[config.mk]
export PLATFORM = sky130hd
export DESIGN_NAME = kil_ctrl
export DESIGN_NICKNAME = d
export VERILOG_FILES = /design/src/rtl/kil_pkg.sv /design/src/rtl/kil_ctrl.sv
export SDC_FILE = /design/constraint.sdc
export NUM_CORES = 1
export LEC_CHECK = 0
export BUFFER_PORTS_ARGS = -buffer_cell sky130_fd_sc_hd__buf_2
export CAP_MARGIN = 20
export CORE_AREA = 2 2 39 41
export DETAILED_ROUTE_END_ITERATION = 10
export DIE_AREA = 0 0 41 43
export PLACE_DENSITY = 0.54
export SETUP_SLACK_MARGIN = 0.05
export SLEW_MARGIN = 40
export SYNTH_ARGS = -nofsm -noshare
export SYNTH_HDL_FRONTEND = slang
export SYNTH_SLANG_ARGS = --single-unit
[constraint.sdc]
create_clock -name clk -period 2.45 [get_ports clk]
set_clock_uncertainty 0.15 [all_clocks]
set_input_delay 0.735 -clock clk [delete_from_list [all_inputs] [get_ports clk]]
set_output_delay 0.735 -clock clk [all_outputs]
set_load 0.01 [all_outputs]
[src/rtl/kil_pkg.sv]
// Package: shared constants, codes and controller/datapath types for the k-mer lookup block.
package kil_pkg;

  localparam int unsigned MER_LEN  = 8;
  localparam int unsigned ENTRIES  = 65536;
  localparam int unsigned MAX_HITS = 64;

  localparam int unsigned CODE_W   = 2 * MER_LEN;
  localparam int unsigned SLOT_W   = $clog2(ENTRIES);
  localparam int unsigned PTR_W    = SLOT_W + 1;
  localparam int unsigned HIT_W    = $clog2(MAX_HITS + 1);
  localparam int unsigned OFS_W    = 17;
  localparam int unsigned LEN_W    = 5;
  localparam int unsigned GEN_W    = 16;
  localparam int unsigned LOC_W    = 32;
  localparam int unsigned MER_W    = 32;
  localparam int unsigned ADDR_W   = 16;
  localparam logic [LEN_W-1:0] LEN_RESET = 5'd16;

  // Input transaction actions
  localparam logic [1:0] ACT_BKT   = 2'd0;
  localparam logic [1:0] ACT_ENTRY = 2'd1;
  localparam logic [1:0] ACT_QUERY = 2'd2;

  // Bucket bound read steps
  localparam logic [1:0] BND_S1 = 2'd0;
  localparam logic [1:0] BND_E2 = 2'd3;

  typedef enum logic [2:0] {
    ST_IDLE, ST_BKT_RD, ST_BKT_CAP, ST_INIT, ST_HEAD, ST_CMP, ST_FIN
  } state_t;

  typedef struct packed {
    logic       in_rdy;
    logic       start;
    logic [1:0] bnd_sel;
    logic       bnd_cap;
    logic       init_ptr;
    logic       step;
    logic       fin;
  } cmd_t;

  typedef struct packed {
    logic query_acc;
    logic query_bad;
    logic loop_ok;
    logic hit;
    logic pend_vld;
    logic out_free;
  } status_t;

endpackage

[src/rtl/kil_ctrl.sv]
// Controller: sequences bucket reads, the merge walk and result emission.
module kil_ctrl (
  input  logic              clk,
  input  logic              rst_n,
  input  kil_pkg::status_t  st,
  output kil_pkg::cmd_t     cmd
);

  kil_pkg::state_t state_r, state_nxt;
  logic [1:0]      step_r, step_nxt;

  // State register
  always_ff @(posedge clk) begin
    if (!rst_n) begin
      state_r <= kil_pkg::ST_IDLE;
      step_r  <= '0;
    end else begin
      state_r <= state_nxt;
      step_r  <= step_nxt;
    end
  end

  // Next state
  always_comb begin
    state_nxt = state_r;
    step_nxt  = step_r;
    case (state_r)
      kil_pkg::ST_IDLE: begin
        step_nxt = kil_pkg::BND_S1;
        if (st.query_acc) begin
          state_nxt = st.query_bad ? kil_pkg::ST_FIN : kil_pkg::ST_BKT_RD;
        end
      end
      kil_pkg::ST_BKT_RD:  state_nxt = kil_pkg::ST_BKT_CAP;
      kil_pkg::ST_BKT_CAP: begin
        step_nxt  = step_r + 2'd1;
        state_nxt = (step_r == kil_pkg::BND_E2) ? kil_pkg::ST_INIT : kil_pkg::ST_BKT_RD;
      end
      kil_pkg::ST_INIT: state_nxt = kil_pkg::ST_HEAD;
      kil_pkg::ST_HEAD: state_nxt = st.loop_ok ? kil_pkg::ST_CMP : kil_pkg::ST_FIN;
      kil_pkg::ST_CMP: begin
        if (!(st.hit && st.pend_vld && !st.out_free)) begin
          state_nxt = kil_pkg::ST_HEAD;
        end
      end
      kil_pkg::ST_FIN: begin
        if (st.out_free) begin
          state_nxt = kil_pkg::ST_IDLE;
        end
      end
      default: state_nxt = kil_pkg::ST_IDLE;
    endcase
  end

  // Command outputs
  always_comb begin
    cmd = '0;
    cmd.bnd_sel = step_r;
    case (state_r)
      kil_pkg::ST_IDLE: begin
        cmd.in_rdy = 1'b1;
        cmd.start  = st.query_acc;
      end
      kil_pkg::ST_BKT_CAP: cmd.bnd_cap  = 1'b1;
      kil_pkg::ST_INIT:    cmd.init_ptr = 1'b1;
      kil_pkg::ST_CMP:     cmd.step = !(st.hit && st.pend_vld && !st.out_free);
      kil_pkg::ST_FIN:     cmd.fin  = st.out_free;
      default: ;
    endcase
  end

endmodule

== Word-level counts from Yosys, hierarchy flattened ==
Index checks and enable logic that the tools add are counted.
Widths: inputs -> output; s select.

* Input bits: 8
* Output and inout port bits: 8
* Flip-flop bits (word level): 5

* Eq/ne operators: 10
* Reduce and logical (&&, ||, !) cells: 7
* Multiplexer cells: 13
* Add/sub/neg operators: 1

{| class="wikitable"
|+ Operators with widths
! operator !! number
|-
| $pmux 3 s7 || 1
|-
| $mux 3 || 4
|-
| $eq 3x3->1 const B || 3
|-
| $eq 3x2->1 const B || 2
|-
| $mux 2 || 3
|-
| $ne 2x2->1 const B || 3
|-
| $mux 1 || 4
|-
| $pmux 2 s2 || 1
|-
| $eq 3x1->1 const B || 1
|-
| $logic_not 3->1 || 1
|-
| $reduce_and 3->1 || 1
|-
| $add 2x1->2 const B || 1
|-
| $eq 2x2->1 const B || 1
|-
| $logic_and 1x1->1 || 2
|-
| $logic_not 1->1 || 2
|-
| $reduce_bool 2->1 || 1
|}

== Depth between registers and ports, before layout ==
* Depth in word-level cells: 4
* Depth in mapped cells: 5
* Depth with buffers taken out: 3

== Worst setup path after synthesis ==
OpenSTA, ideal clock, no wires.

* Kind: in2out
* From: input port st[0] in the netlist's numbering
* To: output port cmd[1] in the netlist's numbering
* Data arrival time: 1,125 ps
* Data required time: 1,565 ps
* Path slack: 440 ps
* Cell stages on the path: 2
* Buffers on the path: 0
* Cells stage by stage: nand3b_1 > and4_1

{| class="wikitable"
|+ RTL lines
! what !! RTL line !! RTL
|-
| start: declaration || kil_ctrl.sv:5 || <nowiki>input kil_pkg::status_t st,</nowiki>
|-
| end: declaration || kil_ctrl.sv:6 || <nowiki>output kil_pkg::cmd_t cmd</nowiki>
|}

==> results.json <==
{
  "start_util_pct": 26.67,
  "final_layout_size_suffix_gt1_share_pct": 36.51,
  "antenna_cells": 0,
  "hold_viol": 0,
  "utilization_pct": 34.90,
  "setup_viol": 0,
  "syn_inst": 46,
  "combinationalPowerShare_pct": 36.2,
  "root_buffer": "clkbuf_4",
  "drt_iter0_drc": 6,
  "ctsHoldBuffers": 0,
  "power.share.clock_pct": 27.3,
  "io_buffers": 15,
  "drt-pass1-iter-count": 4,
  "powerDensity_nw_per_um2": 755.0,
  "swShare_pct": 38.09,
  "syn-num-nets": 55,
  "p_switching_uw": 138.9,
  "die_h_um": 43,
  "antenna_found_initial": 0,
  "wl_per_cell_um": 11.67,
  "wirelength_um": 922,
  "htreeDepth": 1,
  "dieArea_um2": 1763,
  "path_max_fanout": 5,
  "cp.arrival_ns": 1.40,
  "core_um2": 1384,
  "via_per_inst": 4.987,
  "peakVddDrop_mv": 0.3306,
  "grt_pass1_wl_um": 1559,
  "finalWorstSetupSlack_ns": 0.1673,
  "gp_congestion": 0.6564,
  "intPower_uw": 225.8,
  "synth_cell_types": 28,
  "outcome": "finished, final reports clean",
  "tns_ns": 0,
  "tightestPinTransition_ns": 0.4984,
  "crit_path_start": "st[0]",
  "yosys.area_share.simple_pct": 37.63,
  "place_ws_ns": 0.1686,
  "synth-compound-area-share_pct": 25.76,
  "grt_max_degree": 17,
  "worst-setup-path-type": "in2out",
  "grt_overflow": 0,
  "synth_area_um2": 369.1,
  "grt_pass1_vias": 366,
  "track_usage_pct": 13.78,
  "cts_tree": "done",
  "clk_path_buf_depth": 2,
  "cts_resized": 0,
  "yosysSeqAreaShare_pct": 27.12,
  "clk-insertion-delay-late_ns": 0.25,
  "period_share_pct": 93.17,
  "rows": 14,
  "synth_top_family_by_area": "simple AND/OR/NAND/NOR gates",
  "muxShareOfSynthArea_pct": 0,
  "worstReg2RegEnd": "state_r[1]",
  "fill_cells": 158,
  "leakage_nw": 0.2208,
  "critPathLaunchType": "input pin",
  "ff2ff_setup_slack_ns": 0.89,
  "reg2regPathDepth": 3,
  "nets": 73,
  "cp-end-kind": "output pin",
  "seqPwrFrac_pct": 36.6,
  "post_cts_buffers": 0,
  "num_vias": 394,
  "drv_slew": 0,
  "fp.dieW_um": 41,
  "cts.sinks": 5,
  "hold_path_class": "reg2reg",
  "synth_xor_area_share_pct": 0,
  "endpoint": "cmd[1]",
  "syn_area_per_cell_um2": 8.024,
  "area_growth_pct": 30.85,
  "clkTransAtPathRegs_ns": 0.04,
  "hpwl_um": 677.9,
  "fmaxAchievable_mhz": 438.1,
  "rsz0062_at_grt": "no",
  "pin_count": 16,
  "worstPathRequired_ns": 1.56,
  "cap_violations": 0,
  "drtAntennaViolNets": 0,
  "fin_crit_ns": 2.283,
  "cts_buffers": 3,
  "relSlewSlack_pct": 66.73,
  "synth_adder_area_share_pct": 3.390,
  "drt_drc_violations_left": 0,
  "yosysWarnings": 0,
  "rr_startpoint": "state_r[2]",
  "ys_ff_latch": 5
}
-- layout by cell type (no fill, tap or decap), drive strengths merged, types with 3 or more instances in the layout --
cell type / instances
o21ai: 3
clkbuf: 4
a21oi: 5
dfxtp: 5
nor2: 4
buf: 16
-- per-stage QoR --
stage                     instance area, µm²  power [mW]  hold slack (ns)  cells
after global placement                 456.7      0.2667           0.3365     75
after CTS                              483.0      0.3709           0.3511     79
after global routing                   483.0      0.4041           0.4009     79
after detailed placement               456.7      0.2682           0.3400     75
after floorplan                        369.1      0.2230           0.3599     46
final                                  483.0      0.3647           0.3463     79
-- power by group through the flow --
stage | Combinational [mW] | Clock, mW | Sequential, mW
finish | 0.132 | 0.0994 | 0.133
global route | 0.151 | 0.115 | 0.138
CTS | 0.134 | 0.104 | 0.132
detailed placement | 0.133 | 0 | 0.135
global placement | 0.134 | 0 | 0.133
floorplan | 0.112 | 0 | 0.111
-- sequential cells by signal, indices dropped and copies added (netlist names) --
signal,cells
state_r,3
step_r,2
-- critical path: stages --
cell and delay, ns:
buf_2 0.12, nand3b_1 0.19, and4_1 0.22, buf_2 0.13
-- worst min-delay path by stage --
stage | startpoint | to | slack, ns | cells past startpoint
6_report | step_r[1] | step_r[1] | 0.35 | 2
5_1_grt | step_r[1] | step_r[1] | 0.40 | 2
4_1_cts | step_r[1] | step_r[1] | 0.35 | 2
3_5_place_dp | step_r[1] | step_r[1] | 0.34 | 2
3_3_place_gp | step_r[1] | step_r[1] | 0.34 | 2
2_1_floorplan | step_r[1] | step_r[1] | 0.36 | 2
-- synth_stat cells --
cell type	instances	area, µm²
a21o_1	1	7.510
a21oi_1	5	25.02
a221oi_1	1	8.760
a221oi_2	1	15.01
a31oi_1	1	6.260
and3_1	1	6.260
and3b_1	2	17.52
and4_1	1	8.760
buf_2	3	15.01
dfxtp_1	5	100.1
ha_1	1	12.51
inv_1	2	7.510
nand2_1	1	3.750
nand2_2	1	6.260
nand2b_1	2	12.51
nand3_1	1	5.000
nand3b_1	2	15.01
nor2_1	4	15.01
nor3b_1	1	7.510
nor3b_2	1	12.51
nor4b_1	1	8.760
o211ai_1	1	7.510
o21ai_0	2	10.01
o21ai_1	1	5.000
o32a_1	1	10.01
or2_2	1	6.260
or3_1	1	6.260
or4_1	1	7.510
-- metal layers --
| metal | wire, µm | track usage, % | part of all wire, % | up-vias |
|---|---|---|---|---|
| li1 | - | - | - | 206 |
| met1 | 437 | 16.18 | 47 | 171 |
| met2 | 394 | 18.75 | 43 | 17 |
| met3 | 89 | 9.424 | 9.7 | 0 |
| met4 | 0 | 6.000 | 0 | 0 |
| met5 | 0 | 0 | 0 | - |
-- area by class of cell --
cell class	count	area (µm²)	area share (%)
timing repair buffer	16	82.58	17.10
clock buffer	4	26.28	5.440
inverter	2	7.507	1.554
multi-input combinational	36	246.5	51.04
sequential	5	100.1	20.73
tap	16	20.02	4.145
-- kinds of logic after synthesis --
group / count (synthesis)
AND/OR/NAND/NOR: 21
AO/OA/AOI/OAI: 14
buffers and inverters: 5
flip-flops: 5
adder cells (fa/ha/maj): 1
(Power assumes the default switching activity.)
